$ cat config.mk
export PLATFORM = sky130hd
export DESIGN_NAME = usb_control_request_arbiter
export DESIGN_NICKNAME = d
export VERILOG_FILES = /design/src/rtl/usbcra_pkg.sv /design/src/rtl/usbcra_state.sv /design/src/rtl/usbcra_decode.sv /design/src/rtl/usb_control_request_arbiter.sv
export SDC_FILE = /design/constraint.sdc
export NUM_CORES = 1
export LEC_CHECK = 0
export BUFFER_PORTS_ARGS = -buffer_cell sky130_fd_sc_hd__buf_2
export CAP_MARGIN = 20
export CORE_MARGIN = 3
export CORE_UTILIZATION = 40
export DETAILED_ROUTE_END_ITERATION = 8
export GPL_ROUTABILITY_DRIVEN = 1
export PLACE_DENSITY = 0.64
export SLEW_MARGIN = 20
export SYNTH_ARGS = -nofsm -noshare
export SYNTH_HDL_FRONTEND = slang
export SYNTH_SLANG_ARGS = --single-unit
export TNS_END_PERCENT = 50
$ cat constraint.sdc
create_clock -name clock -period 7.8 [get_ports clock]
set_clock_uncertainty 0.05 [all_clocks]
set_input_delay 1.17 -clock clock [delete_from_list [all_inputs] [get_ports clock]]
set_output_delay 1.17 -clock clock [all_outputs]
set_load 0.005 [all_outputs]
$ cat src/rtl/usbcra_pkg.sv
package usbcra_pkg;

   // alternate setting slots held on chip
   localparam int unsigned INTERFACE_SLOTS = 32;
   localparam int unsigned IFC_W = (INTERFACE_SLOTS > 1) ? $clog2(INTERFACE_SLOTS) : 1;

   // dispositions
   localparam logic [2:0] DISP_LOCAL     = 3'd0;
   localparam logic [2:0] DISP_ABSORB    = 3'd1;
   localparam logic [2:0] DISP_ARBITRATE = 3'd2;
   localparam logic [2:0] DISP_FORWARD   = 3'd3;
   localparam logic [2:0] DISP_STALL     = 3'd4;

   // local reply sources
   localparam logic [2:0] SRC_NONE      = 3'd0;
   localparam logic [2:0] SRC_DEVICE    = 3'd1;
   localparam logic [2:0] SRC_CONFIG    = 3'd2;
   localparam logic [2:0] SRC_STRING    = 3'd3;
   localparam logic [2:0] SRC_BOS       = 3'd4;
   localparam logic [2:0] SRC_QUALIFIER = 3'd5;
   localparam logic [2:0] SRC_OTHER     = 3'd6;
   localparam logic [2:0] SRC_STATE     = 3'd7;

   // arbitrated verbs
   localparam logic [1:0] VERB_NONE       = 2'd0;
   localparam logic [1:0] VERB_SET_CONFIG = 2'd1;
   localparam logic [1:0] VERB_SET_IFC    = 2'd2;
   localparam logic [1:0] VERB_CLEAR_HALT = 2'd3;

   // standard request codes
   localparam logic [7:0] REQ_GET_STATUS    = 8'd0;
   localparam logic [7:0] REQ_CLEAR_FEATURE = 8'd1;
   localparam logic [7:0] REQ_SET_FEATURE   = 8'd3;
   localparam logic [7:0] REQ_SET_ADDRESS   = 8'd5;
   localparam logic [7:0] REQ_GET_DESC      = 8'd6;
   localparam logic [7:0] REQ_SET_DESC      = 8'd7;
   localparam logic [7:0] REQ_GET_CONFIG    = 8'd8;
   localparam logic [7:0] REQ_SET_CONFIG    = 8'd9;
   localparam logic [7:0] REQ_GET_IFC       = 8'd10;
   localparam logic [7:0] REQ_SET_IFC       = 8'd11;
   localparam logic [7:0] REQ_SET_SEL       = 8'd48;
   localparam logic [7:0] REQ_SET_ISOCH     = 8'd49;

   // descriptor types
   localparam logic [7:0] DT_DEVICE    = 8'd1;
   localparam logic [7:0] DT_CONFIG    = 8'd2;
   localparam logic [7:0] DT_STRING    = 8'd3;
   localparam logic [7:0] DT_QUALIFIER = 8'd6;
   localparam logic [7:0] DT_OTHER     = 8'd7;
   localparam logic [7:0] DT_BOS       = 8'd15;

   // feature selectors
   localparam logic [15:0] FEAT_EP_HALT   = 16'd0;
   localparam logic [15:0] FEAT_WAKEUP    = 16'd1;
   localparam logic [15:0] FEAT_TEST_MODE = 16'd2;
   localparam logic [15:0] FEAT_U1        = 16'd48;
   localparam logic [15:0] FEAT_U2        = 16'd49;
   localparam logic [15:0] FEAT_LTM       = 16'd50;

   localparam logic [4:0] RECIP_ENDPOINT = 5'd2;
   localparam logic [1:0] TYPE_STANDARD  = 2'd0;

   typedef struct packed {
      logic        mode;
      logic [7:0]  request_type;
      logic [7:0]  request_code;
      logic [15:0] setup_value;
      logic [15:0] setup_index;
      logic [15:0] setup_length;
      logic [1:0]  commit_verb;
      logic [15:0] commit_arg0;
      logic [15:0] commit_arg1;
   } req_type;

   typedef struct packed {
      logic [2:0]  disposition;
      logic [2:0]  local_source;
      logic [7:0]  descriptor_index;
      logic [15:0] language_id;
      logic [7:0]  reply_byte;
      logic [15:0] reply_length;
      logic        reply_short;
      logic [1:0]  verb;
      logic [15:0] verb_arg0;
      logic [15:0] verb_arg1;
      logic [31:0] generation;
   } rsp_type;

   typedef struct packed {
      logic        en;
      logic [1:0]  verb;
      logic [15:0] arg0;
      logic [15:0] arg1;
   } commit_type;

endpackage

$ cat src/rtl/usbcra_state.sv
module usbcra_state
   import usbcra_pkg::*;
(
   input  logic        clock,
   input  logic        reset,
   input  commit_type  commit,
   input  logic [7:0]  rd_ifc,
   output logic [7:0]  cur_config,
   output logic [7:0]  alt_byte,
   output logic [31:0] gen_cur,
   output logic [31:0] gen_next
);

   logic [7:0]  config_ff, config_in;
   logic [7:0]  alt_ff [INTERFACE_SLOTS];
   logic [7:0]  alt_in [INTERFACE_SLOTS];
   logic [31:0] gen_ff, gen_in;
   logic        bump;
   logic        slot_ok;

   assign bump    = commit.en && (commit.verb == VERB_SET_CONFIG || commit.verb == VERB_SET_IFC);
   assign slot_ok = {1'b0, commit.arg0} < 17'(INTERFACE_SLOTS);

   always_comb begin
      config_in = config_ff;
      alt_in    = alt_ff;
      if (commit.en && commit.verb == VERB_SET_CONFIG) begin
         config_in = commit.arg0[7:0];
         for (int i = 0; i < INTERFACE_SLOTS; i++) begin
            alt_in[i] = 8'd0;
         end
      end else if (commit.en && commit.verb == VERB_SET_IFC && slot_ok) begin
         alt_in[commit.arg0[IFC_W-1:0]] = commit.arg1[7:0];
      end
   end

   assign gen_in = bump ? gen_ff + 32'd1 : gen_ff;

   always_ff @(posedge clock) begin
      if (reset) begin
         config_ff <= 8'd0;
         gen_ff    <= 32'd0;
         for (int i = 0; i < INTERFACE_SLOTS; i++) begin
            alt_ff[i] <= 8'd0;
         end
      end else begin
         config_ff <= config_in;
         gen_ff    <= gen_in;
         alt_ff    <= alt_in;
      end
   end

   // slots past the table read as zero
   always_comb begin
      alt_byte = 8'd0;
      if ({1'b0, rd_ifc} < 9'(INTERFACE_SLOTS)) begin
         alt_byte = alt_ff[rd_ifc[IFC_W-1:0]];
      end
   end

   assign cur_config = config_ff;
   assign gen_cur    = gen_ff;
   assign gen_next   = gen_in;

endmodule

$ cat src/rtl/usbcra_decode.sv
module usbcra_decode
   import usbcra_pkg::*;
(
   input  req_type     item,
   input  logic [7:0]  cur_config,
   input  logic [7:0]  alt_byte,
   input  logic [31:0] gen_next,
   output rsp_type     result
);

   logic [2:0]  desc_src;
   logic [7:0]  state_byte;
   logic        is_feature_sel;

   always_comb begin
      case (item.setup_value[15:8])
         DT_DEVICE:    desc_src = SRC_DEVICE;
         DT_CONFIG:    desc_src = SRC_CONFIG;
         DT_STRING:    desc_src = SRC_STRING;
         DT_BOS:       desc_src = SRC_BOS;
         DT_QUALIFIER: desc_src = SRC_QUALIFIER;
         DT_OTHER:     desc_src = SRC_OTHER;
         default:      desc_src = SRC_NONE;
      endcase
   end

   assign state_byte = (item.request_code == REQ_GET_CONFIG) ? cur_config : alt_byte;

   // link power and wakeup selectors are absorbed
   assign is_feature_sel = item.setup_value == FEAT_WAKEUP || item.setup_value == FEAT_U1 ||
                           item.setup_value == FEAT_U2 || item.setup_value == FEAT_LTM;

   always_comb begin
      result            = '0;
      result.generation = gen_next;
      if (item.mode) begin
         result.disposition = DISP_LOCAL;
         result.verb        = item.commit_verb;
         result.verb_arg0   = item.commit_arg0;
         result.verb_arg1   = item.commit_arg1;
      end else if (item.request_type[6:5] != TYPE_STANDARD) begin
         result.disposition = DISP_FORWARD;
      end else begin
         case (item.request_code)
            REQ_GET_DESC: begin
               if (desc_src == SRC_NONE) begin
                  result.disposition = DISP_FORWARD;
               end else begin
                  result.disposition      = DISP_LOCAL;
                  result.local_source     = desc_src;
                  result.descriptor_index = item.setup_value[7:0];
                  result.language_id      = (desc_src == SRC_STRING) ? item.setup_index : 16'd0;
                  result.reply_length     = item.setup_length;
               end
            end
            REQ_SET_ADDRESS: begin
               result.disposition = DISP_ABSORB;
            end
            REQ_SET_CONFIG: begin
               result.disposition = DISP_ARBITRATE;
               result.verb        = VERB_SET_CONFIG;
               result.verb_arg0   = {8'd0, item.setup_value[7:0]};
            end
            REQ_SET_IFC: begin
               result.disposition = DISP_ARBITRATE;
               result.verb        = VERB_SET_IFC;
               result.verb_arg0   = item.setup_index;
               result.verb_arg1   = item.setup_value;
            end
            REQ_GET_CONFIG, REQ_GET_IFC: begin
               result.disposition  = DISP_LOCAL;
               result.local_source = SRC_STATE;
               result.reply_byte   = state_byte;
               result.reply_length = {15'd0, item.setup_length != 16'd0};
               result.reply_short  = item.setup_length > 16'd1;
            end
            REQ_CLEAR_FEATURE, REQ_SET_FEATURE: begin
               if (item.request_code == REQ_CLEAR_FEATURE &&
                   item.request_type[4:0] == RECIP_ENDPOINT &&
                   item.setup_value == FEAT_EP_HALT) begin
                  result.disposition = DISP_ARBITRATE;
                  result.verb        = VERB_CLEAR_HALT;
                  result.verb_arg0   = item.setup_index;
               end else if (is_feature_sel) begin
                  result.disposition = DISP_ABSORB;
               end else if (item.request_code == REQ_SET_FEATURE &&
                            item.setup_value == FEAT_TEST_MODE) begin
                  result.disposition = DISP_STALL;
               end else begin
                  result.disposition = DISP_FORWARD;
               end
            end
            REQ_SET_DESC: begin
               result.disposition = DISP_STALL;
            end
            REQ_SET_SEL, REQ_SET_ISOCH: begin
               result.disposition = DISP_ABSORB;
            end
            default: begin
               result.disposition = DISP_FORWARD;
            end
         endcase
      end
   end

endmodule

$ cat src/rtl/usb_control_request_arbiter.sv
// channel    | dir | tdata (lsb first)                                     | tuser
// req_       | in  | request_type 8, request_code 8, setup_value 16,       | mode 1
//            |     | setup_index 16, setup_length 16, commit_verb 2,       |
//            |     | commit_arg0 16, commit_arg1 16, zero pad to 104       |
// rsp_       | out | local_source 3, descriptor_index 8, language_id 16,    | disposition 3
//            |     | reply_byte 8, reply_length 16, reply_short 1, verb 2, |
//            |     | verb_arg0 16, verb_arg1 16, generation 32, pad to 120 |
//
// one request per cycle while rsp_tready is high; a response is valid once its register loads
// pipeline: request register, then decode plus state update into the response register
// commits write the stored configuration and alternate settings on the edge that loads
// their response, so the very next request already sees the new state
// reset clears the configuration, all alternate settings and the generation counter
// a stalled response holds the request register; req_tready drops only when both are full
module usb_control_request_arbiter
   import usbcra_pkg::*;
(
   input  logic         clock,
   input  logic         reset,
   input  logic         req_tvalid,
   output logic         req_tready,
   input  logic [103:0] req_tdata,  // request_type, request_code, setup_value, setup_index,
                                    // setup_length, commit_verb, commit_arg0, commit_arg1
   input  logic [0:0]   req_tuser,  // mode
   output logic         rsp_tvalid,
   input  logic         rsp_tready,
   output logic [119:0] rsp_tdata,  // local_source, descriptor_index, language_id,
                                    // reply_byte, reply_length, reply_short, verb,
                                    // verb_arg0, verb_arg1, generation
   output logic [2:0]   rsp_tuser   // disposition
);

   // request register
   logic       in_valid_ff, in_valid_in;
   req_type    in_ff, in_in;

   // response register
   logic       rsp_valid_ff, rsp_valid_in;
   rsp_type    rsp_ff, rsp_in;

   logic       req_take;
   logic       advance;
   logic       load;

   commit_type commit;
   logic [7:0] cur_config;
   logic [7:0] alt_byte;
   logic [31:0] gen_cur;
   logic [31:0] gen_next;

   // response slot free or being emptied this cycle
   assign advance    = !rsp_valid_ff || rsp_tready;
   assign load       = in_valid_ff && advance;
   assign req_tready = !in_valid_ff || advance;
   assign req_take   = req_tvalid && req_tready;

   // unpack the request
   always_comb begin
      in_in              = in_ff;
      if (req_take) begin
         in_in.mode         = req_tuser[0];
         in_in.request_type = req_tdata[7:0];
         in_in.request_code = req_tdata[15:8];
         in_in.setup_value  = req_tdata[31:16];
         in_in.setup_index  = req_tdata[47:32];
         in_in.setup_length = req_tdata[63:48];
         in_in.commit_verb  = req_tdata[65:64];
         in_in.commit_arg0  = req_tdata[81:66];
         in_in.commit_arg1  = req_tdata[97:82];
      end
   end

   assign in_valid_in = req_take ? 1'b1 : (load ? 1'b0 : in_valid_ff);

   always_ff @(posedge clock) begin
      if (reset) begin
         in_valid_ff <= 1'b0;
      end else begin
         in_valid_ff <= in_valid_in;
      end
   end

   always_ff @(posedge clock) begin
      in_ff <= in_in;
   end

   // commits take effect only when their response is loaded
   assign commit.en   = load && in_ff.mode;
   assign commit.verb = in_ff.commit_verb;
   assign commit.arg0 = in_ff.commit_arg0;
   assign commit.arg1 = in_ff.commit_arg1;

   usbcra_state u_state (
      .clock      (clock),
      .reset      (reset),
      .commit     (commit),
      .rd_ifc     (in_ff.setup_index[7:0]),
      .cur_config (cur_config),
      .alt_byte   (alt_byte),
      .gen_cur    (gen_cur),
      .gen_next   (gen_next)
   );

   usbcra_decode u_decode (
      .item       (in_ff),
      .cur_config (cur_config),
      .alt_byte   (alt_byte),
      .gen_next   (gen_next),
      .result     (rsp_in)
   );

   assign rsp_valid_in = load ? 1'b1 : (rsp_tready ? 1'b0 : rsp_valid_ff);

   always_ff @(posedge clock) begin
      if (reset) begin
         rsp_valid_ff <= 1'b0;
      end else begin
         rsp_valid_ff <= rsp_valid_in;
      end
   end

   always_ff @(posedge clock) begin
      if (load) begin
         rsp_ff <= rsp_in;
      end
   end

   // pack the response
   assign rsp_tvalid = rsp_valid_ff;
   assign rsp_tuser  = rsp_ff.disposition;
   assign rsp_tdata  = {2'd0,
                        rsp_ff.generation,
                        rsp_ff.verb_arg1,
                        rsp_ff.verb_arg0,
                        rsp_ff.verb,
                        rsp_ff.reply_short,
                        rsp_ff.reply_length,
                        rsp_ff.reply_byte,
                        rsp_ff.language_id,
                        rsp_ff.descriptor_index,
                        rsp_ff.local_source};

   // a non-commit request leaves the generation counter alone
   a_gen_hold: assert property (@(posedge clock) disable iff (reset)
      (load && !in_ff.mode) |=> (gen_cur == $past(gen_cur)))
      else $error("generation moved on a setup request");

   // a loaded response carries the counter value the state holds afterwards
   a_gen_match: assert property (@(posedge clock) disable iff (reset)
      load |=> (rsp_ff.generation == gen_cur))
      else $error("response generation differs from stored counter");

   // verbs only appear on arbitrated requests or commit echoes
   a_verb_kind: assert property (@(posedge clock) disable iff (reset)
      (rsp_valid_ff && rsp_ff.verb != VERB_NONE) |->
         (rsp_ff.disposition == DISP_ARBITRATE ||
          (rsp_ff.disposition == DISP_LOCAL && rsp_ff.local_source == SRC_NONE)))
      else $error("verb on a non-arbitrated response");

   // a short reply is always a one-byte state reply
   a_short: assert property (@(posedge clock) disable iff (reset)
      (rsp_valid_ff && rsp_ff.reply_short) |->
         (rsp_ff.local_source == SRC_STATE && rsp_ff.reply_length == 16'd1))
      else $error("short flag on a non state byte reply");

   // back-pressure only when both registers are full and the sink is stalled
   a_ready: assert property (@(posedge clock) disable iff (reset)
      !req_tready |-> (in_valid_ff && rsp_valid_ff && !rsp_tready))
      else $error("request side stalled without cause");

endmodule

# [Word-level counts from Yosys, hierarchy flattened]
# Index checks and enable logic that the tools add are counted.
[op_classes] n_addsub=1 n_lt_le_gt_ge=6 n_eq_ne=26 n_mux=30 n_bitwise=5 reduce_logical=34
[ops] cell="bitwise mux 256 bit" count=1
[ops] cell="two-way mux 34 bit" count=2
[ops] cell="one-hot mux 18 bit (3 select lines)" count=1
[ops] cell="equality test 16 x 6 -> 1 bit, second input constant" count=3
[ops] cell="two-way mux 16 bit" count=3
[ops] cell="binary-select mux 8 bit (select 5 bit)" count=1
[ops] cell="demux 8 bit (select 5 bit)" count=1
[ops] cell="equality test 8 x 3 -> 1 bit, second input constant" count=5
[ops] cell="equality test 8 x 4 -> 1 bit, second input constant" count=5
[ops] cell="two-way mux 8 bit" count=5
[ops] cell="one-hot mux 3 bit (6 select lines)" count=2
[ops] cell="adder 32 x 1 -> 32 bit, second input constant" count=1
[ops] cell="two-way mux 32 bit" count=1
[ops] cell="one-hot mux 16 bit (2 select lines)" count=1
[ops] cell="two-way mux 27 bit" count=1
[ops] cell="equality test 8 x 2 -> 1 bit, second input constant" count=3
[ops] cell="two-way mux 18 bit" count=1
[ops] cell="equality test 16 x 1 -> 1 bit, second input constant" count=1
[ops] cell="equality test 16 x 2 -> 1 bit, second input constant" count=1
[ops] cell="equality test 8 x 1 -> 1 bit, second input constant" count=2
[ops] cell="equality test 8 x 6 -> 1 bit, second input constant" count=2
[ops] cell="> comparator 16 x 1 -> 1 bit, second input constant" count=1
[ops] cell="zero test 16 bit" count=1
[ops] cell="< comparator 16 x 6 -> 1 bit, second input constant" count=1
[ops] cell="23 further kinds" count=56
[word_totals] register_bits=517 in_bits=109 out_inout_bits=125 wordCells=159

# [Depth between registers and ports, before layout]
# Gate-level depths: netlist (run 1).
[logic_depth] depth_word=8 ltp_mapped=9 mapped_depth_nobuf=7

# [Hierarchy]
# A second synthesis (run 1) with hierarchy kept.
[unflattened] hier_cells=1952 hier_area_um2=22808.1
[by_module_without_submodules] mod="usbcra_state" n_inst=1 cells_each=1484 area_per_inst_um2=14491.4
[by_module_without_submodules] mod="usb_control_request_arbiter" n_inst=1 cells_each=234 area_per_inst_um2=6734.0
[by_module_without_submodules] mod="usbcra_decode" n_inst=1 cells_each=234 area_per_inst_um2=1582.8

# [Least setup slack after synthesis (run 1)]
# OpenSTA, ideal clock, no wires.
[synth_timing] path_kind="input to register" startpoint="input port rsp_tready" endpoint="register rsp_ff, in the netlist rsp_tdata[0], enable pin" setup_ps=494 arrival_time_ps=4088 slack_ps=3168 cell_stages=2 path_cell_list="nand2b_1 -> and2_1"
[synth_via] elab_chain_len=2
[synth_lines] item="start: declaration" line="usb_control_request_arbiter.sv:26" rtl="input logic rsp_tready,"
[synth_lines] item="logical OR 1 bit" line="usb_control_request_arbiter.sv:52" rtl="assign advance = !rsp_valid_ff || rsp_tready;"
[synth_lines] item="logical AND 1 bit" line="usb_control_request_arbiter.sv:53" rtl="assign load = in_valid_ff && advance;"
[synth_lines] item="named net load" line="usb_control_request_arbiter.sv:43" rtl="logic load;"
[synth_lines] item="end signal: assignment" line="usb_control_request_arbiter.sv:124" rtl="rsp_ff <= rsp_in;"
[synth_lines] item="end: declaration" line="usb_control_request_arbiter.sv:39" rtl="rsp_type rsp_ff, rsp_in;"
# The timed path passes the listed nets, and every way through them passes these cells.
# A chain may end at the register's enable or synchronous reset.

# [Worst setup path after layout (run 1)]
[layout_timing] startpoint="register in_ff[98] in the netlist's numbering" endpoint="register u_state.alt_ff[0] in the netlist's numbering"
[layout_via] elab_chain_len=3 elab_cells_between_ends=5 classes_between="5 x reduce/logical"
[layout_lines] item="start: declaration" line="usb_control_request_arbiter.sv:35" rtl="req_type in_ff, in_in;"
[layout_lines] item="start signal: assignment" line="usb_control_request_arbiter.sv:84" rtl="in_ff <= in_in;"
[layout_lines] item="logical AND 1 bit (*)" line="usb_control_request_arbiter.sv:88" rtl="assign commit.en = load && in_ff.mode;"
[layout_lines] item="logical AND 1 bit (on tied branches)" line="usbcra_state.sv:27, usbcra_state.sv:32"
[layout_lines] item="OR reduction 2 bit (no line) or logical AND 1 bit (tied branches)"
[layout_lines] item="end signal: assignment" line="usbcra_state.sv:49" rtl="alt_ff <= alt_in;"
[layout_lines] item="end: declaration" line="usbcra_state.sv:15" rtl="logic [7:0] alt_ff [INTERFACE_SLOTS];"
# Mark *: on every way between the ends. The rest lies on a longest branch, timed or not.

==> flow_summary.yaml, run 1 <==
synth:
  avgSynthCellArea_um2: 12.48
  ys_seq_area_share_pct: 58.95
  yosysUniqueCellTypes: 63
  synthTopCellsByCount: "nand2_1, dfxtp_1, mux2i_1, edfxtp_1, clkbuf_1"
  synthFlopType: "dfxtp_1"
  synthArstFlopShare_pct: 0
  synth_edf_count: 219
  synthTopCellsByArea: "edfxtp_1, dfxtp_1, mux2i_1"
  synth-seq-cells: 517
  syn-cell-area_um2: 21280
  synth_top_area_share_pct: 30.91
  synth_warnings: 0
  yosysMostFrequentCell: "nand2_1"
  synth.largest_area_cell: "edfxtp_1"
  synth_cells: 1705
grt:
  grt_usage_pct: 19.22
  antenna_found_initial: 4
  grt_first_pass_wirelength_mm: 84.06
  grt-ovfl-total: 0
  grt_max_degree: 101
  grt_pass1_vias: 14088
layout:
  multiInputGateArea_um2: 8264
  drive_above_1_share_pct: 22.42
  nFillCells: 4653
  regArea_um2: 12540
  syn_to_final_growth_pct: 15.84
  nNetsFinal: 2004
clock_network:
  cts_tree: "done"
  cts_max_level: 2
  numCtsBuffers: 53
  cts_sinks: 517
  cts_root_buffer: "clkbuf_16"
  cts.clk_slew.worst_paths_ns: 0.06
  worstSkewPairLatency_ns: 0.61
  hold_buffers: 0
  clock_path_buffers: 3
  cts_resized: 0
  post-cts-setup-buffer-count: 0
floorplanning:
  initial_core_util_pct: 40.97
  fp.dieH_um: 236.6
  dieArea_um2: 55990
  ios: 234
  chipWidth_um: 236.6
  core_um2: 51920
  rows: 83
timing:
  slew_headroom_pct: 21.88
  slew_viol_final: 0
  max_freq_ghz: 0.2715
  worst_pin_slew_ns: 1.163
  period_share_pct: 47.21
  fin_crit_ns: 3.683
  layout_setup_ws_ns: 4.117
  hold_viol: 0
  rsz0062_at_grt: "no"
  final.setup.tns_ns: 0
  finalSetupViolations: 0
place:
  gp_congestion: 0.8274
  place_worst_setup_slack_ns: 3.754
  portBuffers: 224
  hpwl_mm: 35.99
route:
  drtAntennaViolNets: 0
  wl_per_cell_um: 21.05
  drcViolationCount: 0
  post_drt_via_cell_ratio: 5.404
  drt_wl_total_mm: 55.09
  drtPass1Iterations: 5
  drt_iter0_drc: 1211
  num_vias: 14141
worst_setup_path:
  required_ns: 8.26
  crit_type: "flop to flop"
  reg2regPathDepth: 6
  crit_fanout: 40
  crit_arrival_ns: 4.14
  start_kind: "flop"
  end_kind: "flop"
min_path:
  hold_depth: 2
  hold_path_class: "flop to flop"
power:
  p_leak_nw: 10.61
  vdd_drop_max_mv: 0.1640
  pwr_density_cell_nw_per_um2: 228.6
status:
  status: "complete, no violations"
job:
  cap_viol_max_count: 0
-- cell usage in the layout (no fill, tap or decap), drive strengths merged, types with 17 or more instances in the layout --
cell    Yosys  final
nand2     337    337
dfxtp     298    298
mux2i     283    283
buf        30    245
edfxtp    219    219
clkbuf     84     76
mux4       60     60
and3       35     35
nor2b      35     35
a22o       33     33
a21oi      28     28
nand3      24     24
nor2       24     24
and2       22     22
clkinv      0     19
nor4       18     18
xnor2      17     17
-- worst paths after layout --
kind	slack (ns)	start	to
setup reg to reg	4.12	in_ff[98]	u_state.alt_ff[0]
hold reg to reg	0.40	u_state.alt_ff[162]	u_state.alt_ff[162]
setup / recovery	4.12	in_ff[98]	u_state.alt_ff[0]
hold / removal	0.40	u_state.alt_ff[162]	u_state.alt_ff[162]
-- critical path, cell delays in order (launching register included) --
cell      delay [ns]
edfxtp_1        0.33
buf_4           0.42
nand2_1         0.28
nand4b_1        0.58
nor4_4          1.02
and2_1          0.62
mux2i_1         0.25
-- report_power, final --
| group | internal, mW | leakage [nW] | switching, mW | total [mW] |
|---|---|---|---|---|
| clock | 1.40 | 0.818 | 1.05 | 2.45 |
| combinational | 0.0855 | 5.33 | 0.171 | 0.256 |
| sequential | 2.89 | 4.45 | 0.0428 | 2.93 |
| total | 4.37 | 10.6 | 1.26 | 5.63 |
-- metrics by stage --
stage | util (%) | area (µm²) | total power, mW | hold slack (ns) | cells
after floorplan | - | 21280 | 3.121 | 0.3816 | 1706
after global placement | 44.20 | 22950 | 3.240 | 0.3894 | 2517
after detailed placement | 44.21 | 22950 | 3.245 | 0.3953 | 2517
after CTS | 47.44 | 24630 | 5.685 | 0.4033 | 2616
after global routing | 47.47 | 24650 | 5.821 | 0.4211 | 2617
final | 47.47 | 24650 | 5.633 | 0.4031 | 2617
-- cells by family after synthesis --
group                    Yosys count  share of synthesized area (%)
AO/OA/AOI/OAI                    130                          4.417
XOR/XNOR                          22                         0.9056
other                              1                        0.01763
adder cells (fa/ha/maj)            3                         0.1764
flip-flops                       517                          58.95
multiplexers                     348                          19.93
AND/OR/NAND/NOR                  562                          13.17
buffers and inverters            122                          2.429
-- state kept, by name, summed over array words and instances, names as in the netlist --
signal and count:
u_state.alt_ff 256, rsp_tdata 118, in_ff 64, commit 34, u_state.gen_cur 32, u_state.cur_config 8, rsp_tuser 3, in_valid_ff 1
rsp_tvalid 1
-- per-layer routing --
metal  vias to the layer above  track usage, %  share of wire [%]
li1                       6581               -                  -
met1                      7021           27.04                 45
met2                       453           30.24                 46
met3                        84           3.750                6.8
met4                         2           5.681                2.4
met5                         -               0              0.033
-- area by class of cell --
cell class	count	area share, %
Inverter	8	0.1218
Multi-Input combinational cell	1067	33.53
Clock buffer	76	6.077
Tap cell	680	3.452
Timing Repair Buffer	245	5.188
Clock inverter	23	0.7310
Sequential cell	517	50.89
Antenna cell	1	0.01015
(Power assumes the default switching activity.)
==> inputs of run 2 (changes only) <==
==> constraint.sdc (replaced) <==
create_clock -name clock -period 3.8 [get_ports clock]
set_clock_uncertainty 0.05 [all_clocks]
set_input_delay 0.57 -clock clock [delete_from_list [all_inputs] [get_ports clock]]
set_output_delay 0.57 -clock clock [all_outputs]
set_load 0.005 [all_outputs]
==> run 2 against run 1 <==
Wire length fell by 0.47%; cell count rose by 1.1%; non-clock buffer count rose by 27; critical endpoint is now u_state.alt_ff[3]; largest cell class unchanged.
==> flow_summary.yaml, run 2 (synthesis results as in run 1) <==
status:
  status: "complete, no violations"
grt:
  grt_first_pass_wirelength_mm: 83.62
  grt_usage_pct: 19.14
  grt_pass1_vias: 14070
  grt-ovfl-total: 0
  antenna_found_initial: 4
  grt_max_degree: 70
min_path:
  hold_path_class: "input pin to flop"
  worst_hold_path.endpoint: "commit[15]"
  hold_depth: 1
  hold_path.startpoint: "req_tdata[97]"
floorplanning:
  fp.dieH_um: 236.6
  rows: 83
  dieArea_um2: 55990
  initial_core_util_pct: 40.97
  core_um2: 51920
  chipWidth_um: 236.6
  ios: 234
layout:
  nNetsFinal: 2031
  final_cell_mix: "nand2_1, dfxtp_1, mux2i_1"
  regArea_um2: 12540
  stdcell_count: 2647
  drive_above_1_share_pct: 23.42
  syn_to_final_growth_pct: 17.75
  final_common_cell: "nand2_1"
  final_util_pct: 48.25
  largest_register_ffs: 256
  multiInputGateArea_um2: 8250
  stdcell_area_um2: 25050
  top_register: "u_state.alt_ff"
  nFillCells: 4580
clock_network:
  cts_resized: 0
  cts_max_level: 2
  cts.clk_slew.worst_paths_ns: 0.06
  clock_path_buffers: 3
  cts_sinks: 517
  hold_buffers: 0
  worstSkewPairLatency_ns: 0.62
  cts_tree: "done"
  cts_root_buffer: "clkbuf_16"
  post-cts-setup-buffer-count: 0
  numCtsBuffers: 53
timing:
  fin_crit_ns: 2.893
  rsz0062_at_grt: "no"
  worst_pin_slew_ns: 0.9905
  final.setup.tns_ns: 0
  slew_headroom_pct: 33.97
  finalSetupViolations: 0
  max_freq_ghz: 0.3457
  hold_viol: 0
  period_share_pct: 76.13
  slew_viol_final: 0
place:
  portBuffers: 224
  gp_congestion: 0.8236
  dp_cells: 2544
  hpwl_mm: 37.19
  place_area_um2: 23260
worst_setup_path:
  end_kind: "flop"
  crit_arrival_ns: 3.36
  start_kind: "flop"
  crit_type: "flop to flop"
  r2r_end: "u_state.alt_ff[3]"
  reg2regPathDepth: 8
  r2r_setup_slack_ns: 0.91
  crit_fanout: 8
  worstReg2RegStart: "commit[32]"
  required_ns: 4.27
route:
  drt_wl_total_mm: 54.83
  drcViolationCount: 0
  drtPass1Iterations: 5
  num_vias: 14256
  wl_per_cell_um: 20.71
  drt_iter0_drc: 1070
  drtAntennaViolNets: 0
  post_drt_via_cell_ratio: 5.386
power:
  power_mw: 11.86
  pwr_density_cell_nw_per_um2: 473.4
  vdd_drop_max_mv: 0.3017
  p_leak_nw: 10.83
job:
  cap_viol_max_count: 0
run 2: worst max path at each step:
| stage | from | endpoint | slack, ns | cells after the start |
|---|---|---|---|---|
| after floorplan | rsp_tready | commit[0] | 0.25 | 3 |
| after global placement | commit[32] | u_state.alt_ff[3] | 0.95 | 8 |
| after detailed placement | commit[32] | u_state.alt_ff[2] | 0.90 | 8 |
| after CTS | commit[32] | u_state.alt_ff[3] | 0.87 | 8 |
| after global routing | commit[32] | u_state.alt_ff[2] | 0.69 | 8 |
| final | commit[32] | u_state.alt_ff[3] | 0.91 | 8 |
run 2: where the power goes:
part	leakage [nW]	switching (mW)	internal, mW	total (mW)
clock	0.871	2.15	3.14	5.29
combinational	5.51	0.346	0.201	0.546
sequential	4.45	0.0975	5.93	6.02
total	10.8	2.60	9.26	11.9
run 2: stage by stage:
stage	worst slack [ns]	hold WS, ns
after global placement	0.9453	0.3906
after CTS	0.8654	0.04101
after global routing	0.6856	0.04096
final	0.9069	0.07189
after floorplan	0.2500	0.3816
after detailed placement	0.9046	0.3997
run 2: layout make-up:
cell class / count / area share, %
Inverter: 8 / 0.1199
Sequential cell: 517 / 50.06
Multi-Input combinational cell: 1067 / 32.93
Clock inverter: 28 / 1.199
Antenna cell: 3 / 0.02997
Clock buffer: 72 / 5.908
Timing Repair Buffer: 272 / 6.353
Tap cell: 680 / 3.396
run 2: per-layer routing:
layer / GRT usage, % / up-vias / wire length, µm
met5: 0 / - / 18
met4: 4.911 / 2 / 1202
met3: 4.076 / 90 / 4010
met2: 30.03 / 457 / 25030
met1: 27.07 / 7077 / 24570
li1: - / 6630 / -
run 2: worst max-delay path, stage by stage (launching register included):
cell,delay [ns]
edfxtp_1,0.43
inv_1,0.08
ha_1,0.13
nor4b_1,0.25
nand4b_1,0.46
nor4_4,0.29
buf_4,0.29
and2_1,0.54
mux2i_1,0.25
==> inputs of run 3 (changes only) <==
==> constraint.sdc (replaced) <==
create_clock -name clock -period 2.8 [get_ports clock]
set_clock_uncertainty 0.05 [all_clocks]
set_input_delay 0.42 -clock clock [delete_from_list [all_inputs] [get_ports clock]]
set_output_delay 0.42 -clock clock [all_outputs]
set_load 0.005 [all_outputs]
==> run 3 against run 2 <==
Power increased by 36%; critical endpoint is now rsp_tdata[63]; largest power group unchanged; sequential share of layout area is 2.1 points lower; cell count rose by 4.2%; clock power is 34% higher; wire length is 4.6% higher; via count increased by 3.0%; die area unchanged; sequential power rose by 35%; clock-buffer cell count decreased by 7; worst setup slack worse by 0.69 ns; register-to-register slack lost 0.69 ns.
==> flow_summary.yaml, run 3 (synthesis results as in run 1) <==
route:
  drt_iter0_drc: 1105
  num_vias: 14690
  wl_met2_mm: 26.83
  routed.top_layer: "met5"
  wl_met3_mm: 4.301
  drt_wl_total_mm: 57.33
  post_drt_via_cell_ratio: 5.326
  drtPass1Iterations: 6
  drtAntennaViolNets: 0
  drt-met1-wl_mm: 24.70
  wl_per_cell_um: 20.79
  drcViolationCount: 0
worst_setup_path:
  reg2regPathDepth: 6
  start_kind: "flop"
  end_kind: "flop"
  max_stage_delay_ns: 0.59
  path_cells: "or4_1, nor4_2, nand4_2, a21oi_4, buf_4, a22o_1"
  crit_slowest_cell: "or4_1"
  crit_fanout: 17
  cp_top_family: "simple AND/OR/NAND/NOR gates"
  crit_buf_inv: 1
  cp.depth: 6
  crit_type: "flop to flop"
  required_ns: 3.21
  crit_arrival_ns: 2.99
job:
  cap_viol_max_count: 0
layout:
  nNetsFinal: 2148
  syn_to_final_growth_pct: 23.01
  top_register: "u_state.alt_ff"
  final_common_cell: "nand2_1"
  drive_above_1_share_pct: 23.36
  largest_register_ffs: 256
  stdcell_area_um2: 26170
  final_cell_mix: "nand2_1, dfxtp_1, mux2i_1"
  final_util_pct: 50.40
  nFillCells: 4466
floorplanning:
  rows: 83
  ios: 234
  chipWidth_um: 236.6
  core_um2: 51920
  fp.dieH_um: 236.6
  initial_core_util_pct: 40.97
  dieArea_um2: 55990
clock_network:
  clock_path_buffers: 3
  post-cts-setup-buffer-count: 0
  cts_tree: "done"
  numCtsBuffers: 52
  cts_root_buffer: "clkbuf_16"
  cts.clk_slew.worst_paths_ns: 0.06
  worstSkewPairLatency_ns: 0.60
  cts_max_level: 2
  cts_sinks: 517
place:
  place_area_um2: 23460
  hpwl_mm: 37.51
  portBuffers: 224
  gp_congestion: 0.8660
power:
  clockPowerShare_pct: 43.9
  swShare_pct: 22.09
  pwr_density_cell_nw_per_um2: 617.3
  switching_power_mw: 3.568
  seqPwrFrac_pct: 50.5
  vdd_drop_max_mv: 0.4498
  comb_power_share_pct: 5.6
  p_leak_nw: 11.34
  p_int_mw: 12.59
  power_mw: 16.15
timing:
  fin_crit_ns: 2.578
  slew_headroom_pct: 29.47
  period_share_pct: 92.09
  hold_viol: 0
  worst_pin_slew_ns: 1.048
  slew_viol_final: 0
  max_freq_ghz: 0.3878
  rsz0062_at_grt: "no"
  hold-worst-slack_ns: 0.05555
  finalSetupViolations: 0
grt:
  grt_pass1_vias: 14769
  grt_max_degree: 104
  grt-ovfl-total: 0
  antenna_found_initial: 2
  grt_usage_pct: 20.03
  grt_first_pass_wirelength_mm: 87.43
min_path:
  hold_path_class: "input pin to flop"
  hold_depth: 3
status:
  status: "complete, no violations"
==> run 3: cell types whose count changed in the layout (fill, tap and decap cells not counted), sizes merged <==
cell | previous run | this run
inv | 9 | 10
bufinv | 6 | 7
clkbuf | 72 | 65
diode | 3 | 2
clkinv | 21 | 19
dlygate4sd3 | 0 | 98
clkinvlp | 0 | 1
buf | 272 | 292
==> run 3: layout make-up <==
class | instances | area, µm² | share of cell area [%]
clock buffers | 65 | 1390 | 5.311
inverters | 8 | 30.03 | 0.1147
diodes | 2 | 5.005 | 0.01912
clock inverters | 29 | 340.3 | 1.300
multi-input cells | 1067 | 8250 | 31.52
flip-flops and latches | 517 | 12540 | 47.92
repair buffers | 390 | 2763 | 10.56
well taps | 680 | 850.8 | 3.251
==> run 3: metal layers <==
metal,global-route usage [%],vias to the layer above
met5,0,-
met4,6.212,2
met3,4.135,90
met2,32.34,542
met1,27.19,7208
li1,-,6848
==> run 3: final timing paths <==
check / to / slack [ns] / startpoint
setup / recovery: rsp_tdata[63] / 0.22 / in_ff[79]
hold / removal: in_valid_ff / 0.06 / req_tvalid
setup reg to reg: rsp_tdata[63] / 0.22 / in_ff[79]
hold reg to reg: u_state.alt_ff[6] / 0.41 / u_state.alt_ff[6]
==> run 3: stage by stage <==
step           setup WS [ns]  setup TNS [ns]  std cells
2_1_floorplan        -0.6000          -58.80       1706
3_5_place_dp          0.2923               0       2564
4_1_cts               0.2687               0       2756
5_1_grt              0.06890               0       2757
3_3_place_gp          0.3195               0       2564
6_report              0.2215               0       2758
==> run 3: worst min-delay path: cells and delay by family <==
kind / cells / cell delay, ns
AND/OR/NAND/NOR: 1 / 0.09
buffers and inverters: 1 / 0.11
AO/OA/AOI/OAI: 1 / 0.04
==> run 3: repair_timing <==
item | in CTS | in global routing
endpoints found under the hold margin | 98 | 0
hold buffers | 98 | 0
gates resized for setup | 0 | 0
==> run 3: power groups by stage <==
stage | Sequential (mW) | Combinational (mW) | Clock, mW
after CTS | 8.15 | 0.910 | 7.22
final | 8.15 | 0.912 | 7.09
after detailed placement | 8.31 | 0.794 | 0
after global routing | 8.16 | 0.976 | 7.53
after global placement | 8.31 | 0.784 | 0
after floorplan | 8.29 | 0.402 | 0
